<file path="src/rtl/mbe_pkg.sv">
`timescale 1ns / 1ps
// Shared constants, types and helper functions of the Mandelbrot escape counter.
// No dependencies; every other file imports this package.
package mbe_pkg;

  localparam int WORD_W        = 32;
  localparam int PROD_W        = 2 * WORD_W;
  localparam int DIGIT_W       = 4;
  localparam int MUL_STEPS     = WORD_W / DIGIT_W;
  localparam int STEP_W        = $clog2(MUL_STEPS);
  localparam int CNT_W         = 16;
  localparam int POS_W         = 10;
  localparam int STEP_REG_W    = 31;
  localparam int ADDR_W        = 5;
  localparam int FRAC_BITS_DEF = 28;

  localparam logic [ADDR_W-1:0] ADDR_RE_ORIGIN = 5'h00;
  localparam logic [ADDR_W-1:0] ADDR_RE_STEP   = 5'h04;
  localparam logic [ADDR_W-1:0] ADDR_IM_ORIGIN = 5'h08;
  localparam logic [ADDR_W-1:0] ADDR_IM_STEP   = 5'h0C;
  localparam logic [ADDR_W-1:0] ADDR_LIMIT     = 5'h10;

  localparam logic signed [WORD_W-1:0]   RST_RE_ORIGIN = -32'sd536870912;
  localparam logic [STEP_REG_W-1:0]      RST_RE_STEP   = 31'd1792539;
  localparam logic signed [WORD_W-1:0]   RST_IM_ORIGIN = 32'sd402653184;
  localparam logic [STEP_REG_W-1:0]      RST_IM_STEP   = 31'd1344404;
  localparam logic [CNT_W-1:0]           RST_LIMIT     = 16'd100;

  typedef enum logic [2:0] {
    ST_IDLE,
    ST_COORD,
    ST_CHECK,
    ST_MUL,
    ST_UPDATE
  } state_t;

  // Clamp a 64-bit signed value into the signed 32-bit range.
  function automatic logic signed [WORD_W-1:0] sat32(input logic signed [PROD_W-1:0] v);
    if (v > 64'sd2147483647) begin
      return 32'sh7FFFFFFF;
    end else if (v < -64'sd2147483648) begin
      return 32'sh80000000;
    end
    return v[WORD_W-1:0];
  endfunction

  // Magnitude of a signed word; the most negative value maps to 2^31.
  function automatic logic [WORD_W-1:0] mag32(input logic signed [WORD_W-1:0] v);
    logic [WORD_W-1:0] u;
    u = v;
    return u[WORD_W-1] ? (~u + 32'd1) : u;
  endfunction

endpackage

</file>
<file path="src/rtl/mandelbrot_escape_count.sv">
`timescale 1ns / 1ps
// Top level of the Mandelbrot escape-time counter: register file, sequencer, update.
// Depends on mbe_pkg and mbe_serial_mul.
//
// Usage: a request is a pixel (in_row, in_col), taken at a rising edge where
// start is high and busy is low. The pixel is mapped to c = cx + i*cy from
// the view registers, and z = z*z + c is iterated from zero in signed fixed
// point until |z|^2 reaches 4 or the iteration limit is hit.
// The result (out_iter_count, out_in_set) appears for exactly one cycle with
// out_valid high; the receiver cannot stall and must take it then.
// Each iteration passes through a check state, the digit-serial multiplier
// steps that form x*x, y*y and x*y, and an update state. A pixel that
// reaches the limit takes its result from the check state; one that escapes
// takes it from the update state. One pixel is in flight at a time; busy
// drops in the result cycle, so the next request can be taken then.
// The view registers sit on an APB-style port at byte addresses 0, 4, 8, 12
// and 16 and should be written only while busy is low.
// Reset (rst_n low, synchronous) returns the sequencer to idle, drops
// out_valid and loads the default view of the full set with a limit of 100.
module mandelbrot_escape_count import mbe_pkg::*; #(
  parameter int FRAC_BITS = FRAC_BITS_DEF
) (
  input  logic                    clk,
  input  logic                    rst_n,
  input  logic                    start,
  output logic                    busy,
  input  logic [POS_W-1:0]        in_row,
  input  logic [POS_W-1:0]        in_col,
  output logic                    out_valid,
  output logic [CNT_W-1:0]        out_iter_count,
  output logic                    out_in_set,
  input  logic                    psel,
  input  logic                    penable,
  input  logic                    pwrite,
  input  logic [ADDR_W-1:0]       paddr,
  input  logic [WORD_W-1:0]       pwdata,
  output logic [WORD_W-1:0]       prdata,
  output logic                    pready
);

  // The point escapes once x*x + y*y reaches 4 in the squared scale.
  localparam int ESC_SHIFT = 2 * FRAC_BITS + 2;

  logic signed [WORD_W-1:0]   re_origin_r;
  logic [STEP_REG_W-1:0]      re_step_r;
  logic signed [WORD_W-1:0]   im_origin_r;
  logic [STEP_REG_W-1:0]      im_step_r;
  logic [CNT_W-1:0]           limit_r;

  state_t                     state_r, state_nxt;
  logic [POS_W-1:0]           row_r, row_nxt;
  logic [POS_W-1:0]           col_r, col_nxt;
  logic signed [WORD_W-1:0]   cx_r, cx_nxt;
  logic signed [WORD_W-1:0]   cy_r, cy_nxt;
  logic signed [WORD_W-1:0]   x_r, x_nxt;
  logic signed [WORD_W-1:0]   y_r, y_nxt;
  logic                       neg_r, neg_nxt;
  logic [CNT_W-1:0]           count_r, count_nxt;
  logic [STEP_W-1:0]          step_r, step_nxt;
  logic                       out_valid_r, out_valid_nxt;
  logic [CNT_W-1:0]           out_count_r, out_count_nxt;
  logic                       out_in_set_r, out_in_set_nxt;

  logic                       mul_load;
  logic                       mul_en;
  logic [WORD_W-1:0]          x_mag;
  logic [WORD_W-1:0]          y_mag;
  logic [PROD_W-1:0]          xx;
  logic [PROD_W-1:0]          yy;
  logic [PROD_W-1:0]          xy_mag;
  logic [PROD_W-1:0]          mag_sum;
  logic signed [PROD_W-1:0]   xy_s;
  logic signed [PROD_W-1:0]   diff;
  logic signed [PROD_W-1:0]   cx_full;
  logic signed [PROD_W-1:0]   cy_full;
  logic                       escaped;
  logic                       cfg_wr;

  assign x_mag = mag32(x_r);
  assign y_mag = mag32(y_r);

  mbe_serial_mul u_mul_xx (
    .clk  (clk),
    .load (mul_load),
    .en   (mul_en),
    .a    (x_mag),
    .b    (x_mag),
    .prod (xx)
  );

  mbe_serial_mul u_mul_yy (
    .clk  (clk),
    .load (mul_load),
    .en   (mul_en),
    .a    (y_mag),
    .b    (y_mag),
    .prod (yy)
  );

  mbe_serial_mul u_mul_xy (
    .clk  (clk),
    .load (mul_load),
    .en   (mul_en),
    .a    (x_mag),
    .b    (y_mag),
    .prod (xy_mag)
  );

  // Configuration port: zero wait states, writes complete in the access phase.
  assign pready = 1'b1;
  assign cfg_wr = psel & penable & pwrite;

  always_comb begin
    case (paddr)
      ADDR_RE_ORIGIN: prdata = re_origin_r;
      ADDR_RE_STEP:   prdata = {1'b0, re_step_r};
      ADDR_IM_ORIGIN: prdata = im_origin_r;
      ADDR_IM_STEP:   prdata = {1'b0, im_step_r};
      ADDR_LIMIT:     prdata = {{(WORD_W-CNT_W){1'b0}}, limit_r};
      default:        prdata = '0;
    endcase
  end

  always_ff @(posedge clk) begin
    if (!rst_n) begin
      re_origin_r <= RST_RE_ORIGIN;
      re_step_r   <= RST_RE_STEP;
      im_origin_r <= RST_IM_ORIGIN;
      im_step_r   <= RST_IM_STEP;
      limit_r     <= RST_LIMIT;
    end else if (cfg_wr) begin
      case (paddr)
        ADDR_RE_ORIGIN: re_origin_r <= pwdata;
        ADDR_RE_STEP:   re_step_r   <= pwdata[STEP_REG_W-1:0];
        ADDR_IM_ORIGIN: im_origin_r <= pwdata;
        ADDR_IM_STEP:   im_step_r   <= pwdata[STEP_REG_W-1:0];
        ADDR_LIMIT:     limit_r     <= pwdata[CNT_W-1:0];
        default: ;
      endcase
    end
  end

  // Update arithmetic. The squares are non-negative and below 2^63, so the
  // signed views of them and of their difference never overflow. The
  // arithmetic shifts round toward minus infinity.
  assign mag_sum = xx + yy;
  assign escaped = (mag_sum >> ESC_SHIFT) != '0;
  assign diff    = $signed(xx) - $signed(yy);
  assign xy_s    = neg_r ? -$signed(xy_mag) : $signed(xy_mag);
  assign cx_full = PROD_W'(cx_r);
  assign cy_full = PROD_W'(cy_r);

  always_comb begin
    state_nxt      = state_r;
    row_nxt        = row_r;
    col_nxt        = col_r;
    cx_nxt         = cx_r;
    cy_nxt         = cy_r;
    x_nxt          = x_r;
    y_nxt          = y_r;
    neg_nxt        = neg_r;
    count_nxt      = count_r;
    step_nxt       = step_r;
    out_valid_nxt  = 1'b0;
    out_count_nxt  = out_count_r;
    out_in_set_nxt = out_in_set_r;
    mul_load       = 1'b0;
    mul_en         = 1'b0;

    case (state_r)
      ST_IDLE: begin
        if (start) begin
          row_nxt   = in_row;
          col_nxt   = in_col;
          state_nxt = ST_COORD;
        end
      end
      ST_COORD: begin
        // Pixel to plane: one small multiply per axis, then clamp.
        cx_nxt    = sat32(PROD_W'(re_origin_r)
                    + $signed(PROD_W'(col_r) * PROD_W'(re_step_r)));
        cy_nxt    = sat32(PROD_W'(im_origin_r)
                    - $signed(PROD_W'(row_r) * PROD_W'(im_step_r)));
        x_nxt     = '0;
        y_nxt     = '0;
        count_nxt = '0;
        state_nxt = ST_CHECK;
      end
      ST_CHECK: begin
        if (count_r == limit_r) begin
          out_valid_nxt  = 1'b1;
          out_count_nxt  = count_r;
          out_in_set_nxt = 1'b1;
          state_nxt      = ST_IDLE;
        end else begin
          mul_load  = 1'b1;
          neg_nxt   = x_r[WORD_W-1] ^ y_r[WORD_W-1];
          step_nxt  = '0;
          state_nxt = ST_MUL;
        end
      end
      ST_MUL: begin
        mul_en   = 1'b1;
        step_nxt = step_r + 1'b1;
        if (step_r == STEP_W'(MUL_STEPS - 1)) begin
          state_nxt = ST_UPDATE;
        end
      end
      ST_UPDATE: begin
        if (escaped) begin
          out_valid_nxt  = 1'b1;
          out_count_nxt  = count_r;
          out_in_set_nxt = 1'b0;
          state_nxt      = ST_IDLE;
        end else begin
          x_nxt     = sat32((diff >>> FRAC_BITS) + cx_full);
          y_nxt     = sat32((xy_s >>> (FRAC_BITS - 1)) + cy_full);
          count_nxt = count_r + 1'b1;
          state_nxt = ST_CHECK;
        end
      end
      default: begin
        state_nxt = ST_IDLE;
      end
    endcase
  end

  always_ff @(posedge clk) begin
    if (!rst_n) begin
      state_r     <= ST_IDLE;
      out_valid_r <= 1'b0;
    end else begin
      state_r     <= state_nxt;
      out_valid_r <= out_valid_nxt;
    end
  end

  always_ff @(posedge clk) begin
    row_r        <= row_nxt;
    col_r        <= col_nxt;
    cx_r         <= cx_nxt;
    cy_r         <= cy_nxt;
    x_r          <= x_nxt;
    y_r          <= y_nxt;
    neg_r        <= neg_nxt;
    count_r      <= count_nxt;
    step_r       <= step_nxt;
    out_count_r  <= out_count_nxt;
    out_in_set_r <= out_in_set_nxt;
  end

  assign busy           = (state_r != ST_IDLE);
  assign out_valid      = out_valid_r;
  assign out_iter_count = out_count_r;
  assign out_in_set     = out_in_set_r;

endmodule

</file>
<file path="src/rtl/mbe_serial_mul.sv">
`timescale 1ns / 1ps
// Digit-serial unsigned 32x32 multiplier, one 4-bit digit of b per cycle while en is high.
// Depends on mbe_pkg.
module mbe_serial_mul import mbe_pkg::*; (
  input  logic              clk,
  input  logic              load,
  input  logic              en,
  input  logic [WORD_W-1:0] a,
  input  logic [WORD_W-1:0] b,
  output logic [PROD_W-1:0] prod
);

  logic [WORD_W-1:0]         a_r;
  logic [WORD_W-1:0]         b_r;
  logic [PROD_W-1:0]         acc_r;
  logic [WORD_W+DIGIT_W-1:0] part;
  logic [PROD_W+DIGIT_W-1:0] sum;

  // Partial product enters at the top and the accumulator shifts right one digit.
  assign part = (WORD_W+DIGIT_W)'(a_r) * (WORD_W+DIGIT_W)'(b_r[DIGIT_W-1:0]);
  assign sum  = (PROD_W+DIGIT_W)'(acc_r) + {part, {WORD_W{1'b0}}};
  assign prod = acc_r;

  always_ff @(posedge clk) begin
    if (load) begin
      a_r   <= a;
      b_r   <= b;
      acc_r <= '0;
    end else if (en) begin
      acc_r <= sum[PROD_W+DIGIT_W-1:DIGIT_W];
      b_r   <= b_r >> DIGIT_W;
    end
  end

endmodule
</file>
<file path="config.mk">
export PLATFORM = sky130hd
export DESIGN_NAME = mandelbrot_escape_count
export DESIGN_NICKNAME = d
export VERILOG_FILES = /design/src/rtl/mbe_pkg.sv /design/src/rtl/mandelbrot_escape_count.sv /design/src/rtl/mbe_serial_mul.sv
export SDC_FILE = /design/constraint.sdc
export NUM_CORES = 2
export LEC_CHECK = 0
export BUFFER_PORTS_ARGS = -buffer_cell sky130_fd_sc_hd__buf_2
export CORE_ASPECT_RATIO = 1.5
export CORE_UTILIZATION = 60
export CTS_BUF_LIST = sky130_fd_sc_hd__clkbuf_4 sky130_fd_sc_hd__clkbuf_8 sky130_fd_sc_hd__clkbuf_16
export CTS_CLUSTER_SIZE = 40
export DETAILED_ROUTE_END_ITERATION = 12
export PLACE_DENSITY = 0.73
export SYNTH_ARGS = -nofsm -noshare
export SYNTH_HDL_FRONTEND = slang
export SYNTH_SLANG_ARGS = --single-unit
</file>
<file path="constraint.sdc">
create_clock -name clk -period 9.75 [get_ports clk]
set_clock_uncertainty 0.05 [all_clocks]
set_input_delay 1.95 -clock clk [delete_from_list [all_inputs] [get_ports clk]]
set_output_delay 1.95 -clock clk [all_outputs]
set_load 0.02 [all_outputs]
</file>
Word level (Yosys, flattened, before mapping)
Index checks and enable logic that the tools add are counted.

Bitwise logic cells: 6. $add $sub $neg: 14. Reduce and logical (&&, ||, !) cells: 19. Muxes and demuxes: 61. Order comparisons: 8. Multiply operators: 5. Eq/ne operators: 16.

Operators with widths (number): 32-bit 2-to-1 mux (22); 64-bit by 68-bit adder with 68-bit output (3); 32-bit case mux with 5 select lines (1); 32-bit case mux with 2 select lines (2); 32-bit by 4-bit multiplier with 36-bit output (3); 43-bit by 32-bit greater-than comparator with 1-bit output, second input constant (2); 43-bit by 32-bit < comparator with 1-bit output, second input constant (2); 10-bit by 31-bit multiplier with 41-bit output (2); 32-bit by 1-bit adder with 32-bit output, second input constant (2); 64-bit adder (1); 64-bit 2-to-1 mux (1); 64-bit negator (1); 32-bit inverter (2); 16-bit case mux with 2 select lines (2); 64-bit nonzero test (1); 64-bit subtractor (1); 16-bit 2-to-1 mux (3); 32-bit by 42-bit adder with 43-bit output (1); 32-bit by 42-bit subtractor with 43-bit output (1); 37-bit by 32-bit adder with 38-bit output (1); 38-bit by 32-bit greater-than comparator with 1-bit output, second input constant (1); 38-bit by 32-bit < comparator with 1-bit output, second input constant (1); 36-bit by 32-bit adder with 37-bit output (1); 37-bit by 32-bit greater-than comparator with 1-bit output, second input constant (1); 26 further kinds (71).

Logic and storage cells: 155. Register bits after elaboration: 683. Output and inout bits: 52. Input bits: 63.

Depth between registers and ports, before layout
Depth in word-level cells: 11. Gate-level depth with buffers: 39. Mapped depth without buffers: 37.

By module
Synthesis repeated with hierarchy kept, for this count alone.

Cells, all modules: 8975. Area, all modules: 78942.0 sq um.

Modules (own cells, without submodules): mandelbrot_escape_count (cells an instance 5592, times used 1, seq. area each 8478.1 sq um, area an instance 47331.6 sq um); mbe_serial_mul at u_mul_xx ... (cells an instance 1109, times used 2, seq. area each 3203.1 sq um, area an instance 10443.8 sq um); mbe_serial_mul at u_mul_yy (cells an instance 1165, times used 1, seq. area each 3203.1 sq um, area an instance 10722.8 sq um).

Least setup slack after synthesis
OpenSTA, ideal clock, no wires.

Kind: flip-flop to flip-flop. Start: reg col_r[3]. End: reg cx_r[25] (data pin). Stages on the path, launching flop included: 39. Buffers on the path: 3. Required time: 9.428 ns. Arrival time: 8.347 ns. Slack: 1.081 ns. Setup time: 0.272 ns. Period minus slack after synthesis: 8.669 ns. Cells stage by stage: edfxtp_1 -> clkbuf_1 -> nand2_1 -> fa_1 -> inv_1 -> fa_1 -> inv_1 -> fa_1 -> inv_1 -> fa_1 -> inv_1 -> fa_1 -> inv_1 -> ha_1 -> a21oi_1 -> o21bai_1 -> a211o_1 -> a21oi_1 -> (+3 left out) -> o21a_1 -> nor2_1 -> o21bai_1 -> a21oi_1 -> xnor2_1 -> ha_1 -> clkbuf_1 -> a21o_1 -> a21oi_1 -> o21ai_0 -> a21o_1 -> a211oi_1 -> o21bai_1 -> a21oi_1 -> xnor2_1 -> o41ai_1 -> clkbuf_1 -> o21ai_0.

Cells in the longest elaborated chain, start to end: 7. Elaborated cells on any way between the ends: 9. Classes of those cells: add/sub: 1; mul: 1; order compare: 2; mux: 5.

RTL lines: start: declaration (RTL line mandelbrot_escape_count.sv:52) `logic [POS_W-1:0] col_r, col_nxt;`; start signal: assignment (RTL line mandelbrot_escape_count.sv:240) `col_r <= col_nxt;`; 10-bit by 31-bit multiplier with 41-bit output * (RTL line mandelbrot_escape_count.sv:181) `+ $signed(PROD_W'(col_r) * PROD_W'(re_step_r)));`; 32-bit by 42-bit adder with 43-bit output * (RTL line mandelbrot_escape_count.sv:181); 43-bit by 32-bit < comparator with 1-bit output (RTL line mbe_pkg.sv:41) `end else if (v < -64'sd2147483648) begin`; 1-bit 2-to-1 mux (RTL line mbe_pkg.sv:41); 1-bit 2-to-1 mux (RTL line mbe_pkg.sv:39) `if (v > 64'sd2147483647) begin`; 1-bit 2-to-1 mux (RTL line mandelbrot_escape_count.sv:170) `case (state_r)`; 32-bit 2-to-1 mux * (RTL line mbe_pkg.sv:44) `return v[WORD_W-1:0];`; end signal: assignment (RTL line mandelbrot_escape_count.sv:241) `cx_r <= cx_nxt;`; end: declaration (RTL line mandelbrot_escape_count.sv:53) `logic signed [WORD_W-1:0] cx_r, cx_nxt;`.

Every way passes the cells marked *; elsewhere a longest branch is shown, timed or not. The select of a mux whose other input is x is not followed. A chain may end at the register's enable or synchronous reset.

Worst setup path in the final report
Start: reg col_r[6]. End: reg cx_r[5] (data pin).

The elaborated chain is that of the path after synthesis.

==> results_tabular.tex <==
\begin{tabular}{lr}
\hline
Metric & Value \\
\hline
\multicolumn{2}{l}{\textbf{Status}} \\
Run status & complete, no violations \\
\multicolumn{2}{l}{\textbf{Finish}} \\
Non-filler cells in the finished layout & 10100 \\
Top library cells by usage in the layout, fill and taps aside & 1339 x sky130\_fd\_sc\_hd\_\_nand2\_1, 840 x sky130\_fd\_sc\_hd\_\_inv\_1, 654 x sky130\_fd\_sc\_hd\_\_ha\_1, 647 x sky130\_fd\_sc\_hd\_\_fa\_1, 481 x sky130\_fd\_sc\_hd\_\_and2\_1 \\
Share of cells above drive strength 1 & 5.75\% \\
Leading cell type in the layout, fill and taps excluded & sky130\_fd\_sc\_hd\_\_nand2\_1 \\
Total Nets Final & slightly below 10000 \\
Synthesis-to-finish area growth & 6.26\% \\
\multicolumn{2}{l}{\textbf{Floorplan}} \\
Total Die Area & 123000 µm² \\
FP Rows & 156 \\
Die width & 287 µm \\
Initial standard-cell utilization of the core & about three fifths \\
Top Ports & 115 \\
Core region area & roughly 120000 µm² \\
Chip Height & 430 µm \\
\multicolumn{2}{l}{\textbf{Timing}} \\
Final critical delay including setup and external delays & 9270 ps \\
RSZ-0062 raised after global routing & false \\
Slew Viols, Final & 0 \\
Fin. Hold Viols & 0 \\
Final total negative setup slack & 0 ps \\
Transition time at the pin with the least slew margin & roughly 1300 ps \\
Crit share post-route & a little over nine tenths \\
Achievable Freq & 108 MHz \\
Final worst hold slack & $\sim$420 ps \\
Final setup viols & 0 \\
Slew HR & a little over an eighth \\
\multicolumn{2}{l}{\textbf{Drt}} \\
Violation count after the first detailed-route iteration & about 4400 \\
Total detailed-routing wirelength & 218 mm \\
Detailed-routing iteration count for the pre-antenna-repair pass & 7 \\
Antenna-violating nets left & 0 \\
Average wire per cell in the routed design & approximately 22 µm \\
Vias per inst & 6.05 \\
Total number of vias & 61100 \\
Number of DRC violations after detailed routing & 0 \\
\multicolumn{2}{l}{\textbf{Synth}} \\
Cells after synthesis & 8519 \\
Post-synthesis area per instance & 8.59 µm² \\
Most frequently used flop master after synthesis & sky130\_fd\_sc\_hd\_\_dfxtp\_1 \\
Register bit count reported by yosys & 651 \\
Warnings, synthesis & 0 \\
Count of different cell masters after synthesis & 86 \\
EDFF count, synth & 313 \\
Largest area contributor in the synthesized netlist & sky130\_fd\_sc\_hd\_\_fa\_1 \\
Cell types with the largest area share after synthesis & sky130\_fd\_sc\_hd\_\_fa\_1 18\%, sky130\_fd\_sc\_hd\_\_edfxtp\_1 13\%, sky130\_fd\_sc\_hd\_\_ha\_1 11\% \\
Sequential-to-total area share from yosys stat & between 20 and 25\% \\
Area share of the largest cell type after synthesis & 17.7\% \\
Mapped Nets & 9884 \\
Async set-or-reset flop fraction in the synthesized netlist & 0\% \\
Cell area after synthesis & 73200 µm² \\
\multicolumn{2}{l}{\textbf{CTS}} \\
Max Root-Sink Buffers & 3 \\
Worst-skew pair later-pin latency & 680 ps \\
TritonCTS clock tree & done \\
CTS H-Tree Depth & 3 \\
Clock-pin slew on the worst setup and hold paths & 60 ps \\
Total number of clock tree sinks & 651 \\
Number of CTS-inserted buffers & 70 \\
Buffer type at the clock tree root & sky130\_fd\_sc\_hd\_\_clkbuf\_16 \\
\multicolumn{2}{l}{\textbf{GRT}} \\
Antenna violations before repair & 8 \\
Wire length of the first global-routing pass & between 300 and 400 mm \\
Overall track demand over capacity in global routing & 35.3\% \\
Maximum number of pins on one net before global-route repair & 209 \\
Grt total ovfl & 0 \\
Vias in the first global route & 61600 \\
\multicolumn{2}{l}{\textbf{Critical path}} \\
Required time of the critical path & 10090 ps \\
Worst Path Arrival & 9610 ps \\
CP endpoint kind & flip-flop \\
Kind of launch point of the worst setup path & flip-flop \\
Critical path fanouts, max & 31 \\
Kind of critical path & reg -> reg \\
Critical Path Max Stage Delay & $\sim$580 ps \\
Worst r2r src & col\_r[6] \\
Standard cell with the maximum stage delay on the critical path & sky130\_fd\_sc\_hd\_\_fa\_1 \\
Critical Path Source & col\_r[6] \\
\multicolumn{2}{l}{\textbf{Power}} \\
Net switching fraction of the power & 52.4\% \\
Combinational cell fraction of total power & 75.9\% \\
Cell-internal power & $\sim$13 mW \\
Worst IR Drop VDD & 371 µV \\
Switching power & approximately 15 mW \\
Pwr Density & 361 nW/µm² \\
Clock power share & around 9.9\% \\
Total Power & 28.1 mW \\
Flop pwr share & $\sim$14\% \\
P\_leak & 35.7 nW \\
\multicolumn{2}{l}{\textbf{Flow run}} \\
Max Cap Violations & 0 \\
\multicolumn{2}{l}{\textbf{Placed design}} \\
Routability-driven placement congestion ratio & 0.987 \\
Buffers on Ports & between 100 and 150 \\
Dpl cells & 9959 \\
Post-DP HPWL & 174 mm \\
\multicolumn{2}{l}{\textbf{Hold path}} \\
Hold Crit Class & reg -> reg \\
Launch instance of the worst min-delay path & u\_mul\_xy.prod[3] \\
\hline
\end{tabular}
## per-layer routing
metal / wire [µm] / vias to the layer above / global-route usage [%]
li1: - / 28700 / -
met1: 81400 / 29800 / 39.8
met2: 107000 / 1996 / 61.3
met3: 12400 / 578 / 5.04
met4: 17200 / 8 / 24.5
met5: 80 / - / 0
## worst max-delay path, delay by kind of cell, from the launching register on
| kind | cells | cell delay [ps] |
|---|---|---|
| buffers and inverters | 6 | 1000 |
| adder cells (fa/ha/maj) | 7 | 3350 |
| AND/OR/NAND/NOR | 2 | 370 |
| XOR/XNOR | 2 | 330 |
| AO/OA/AOI/OAI | 18 | 3360 |
| flip-flops | 1 | 520 |
## flip-flops by register name, summed over array words and instances, names as in the netlist, 16 cells and up
register        flops
u_mul_xx.b_r       32
y_r                32
out_iter_count     16
u_mul_yy.a_r       32
count_r            16
re_origin_r        32
cy_r               32
u_mul_yy.prod      64
x_r                32
cx_r               32
u_mul_xy.a_r       32
u_mul_xy.prod      64
u_mul_xy.b_r       27
limit_r            16
im_origin_r        32
im_step_r          31
u_mul_xx.prod      64
re_step_r          31
## layout make-up
type                       count  area, µm²
antenna                        1       2.50
clock buffer                  84       1880
clock inverter                44        433
fill                       10400      42900
inverter                     842       3160
multi-input combinational   6662      52600
sequential                   651      16200
tap                         1580       1980
timing repair buffer         235       1510
## per-stage QoR
step | util [%] | setup WS (ps) | area, µm²
finish | 64.4 | 479 | 77700
global route | 64.4 | 1.09 | 77700
CTS | 64.3 | 15.6 | 77600
detailed placement | 62.4 | 59.7 | 75300
global placement | 62.4 | 271 | 75300
floorplan | - | 1080 | 73200
## what timing repair did
item                       CTS  global route
buffers inserted             0            11
hold buffers                 0             0
setup endpoints to repair    0            62
resized for setup            0            21
## synthesized netlist by cell type, types with 48 or more instances
library cell	number
sky130_fd_sc_hd__xnor2_1	359
sky130_fd_sc_hd__o22ai_1	92
sky130_fd_sc_hd__mux2_2	58
sky130_fd_sc_hd__nor2_1	318
sky130_fd_sc_hd__mux2i_1	51
sky130_fd_sc_hd__a21boi_0	126
sky130_fd_sc_hd__o31ai_1	65
sky130_fd_sc_hd__nand2_1	1339
sky130_fd_sc_hd__fa_1	647
sky130_fd_sc_hd__nand2b_1	91
sky130_fd_sc_hd__o21ai_0	470
sky130_fd_sc_hd__a21o_1	221
sky130_fd_sc_hd__o21a_1	68
sky130_fd_sc_hd__xor2_1	163
sky130_fd_sc_hd__dfxtp_1	338
sky130_fd_sc_hd__inv_1	841
sky130_fd_sc_hd__o21bai_1	84
sky130_fd_sc_hd__edfxtp_1	313
sky130_fd_sc_hd__nor2b_1	65
sky130_fd_sc_hd__nand4_1	48
sky130_fd_sc_hd__a211oi_1	51
sky130_fd_sc_hd__nand3_1	137
sky130_fd_sc_hd__clkbuf_1	352
sky130_fd_sc_hd__nor3_1	105
sky130_fd_sc_hd__a21oi_1	466
sky130_fd_sc_hd__ha_1	655
sky130_fd_sc_hd__and2_1	481
## logic make-up after synthesis
group | count (synthesis) | synth area share, %
mux | 109 | 1.59
other cells | 1 | 0.00513
flops | 651 | 22.1
compound gates | 1927 | 16.8
buf+inv | 1206 | 6.20
fa+ha+maj | 1302 | 28.9
simple gates | 2799 | 18.1
xor+xnor | 524 | 6.31
## final timing paths
path                       to  slack [ps]  cells after the start
max                   cx_r[5]         480                     35
min reg2reg  u_mul_xy.prod[3]         420                      2
max reg2reg           cx_r[5]         480                     35
min          u_mul_xy.prod[3]         420                      2
## power groups by stage
stage                     clock [mW]  sequential (mW)  combinational (mW)
after floorplan                    0             3.79                15.6
after global placement             0             4.02                20.7
after detailed placement           0             4.03                20.9
after CTS                       2.82             3.97                21.1
after global routing            2.91             4.02                23.5
final                           2.78             3.98                21.3
Note: power is estimated with default switching activity, not from simulation.
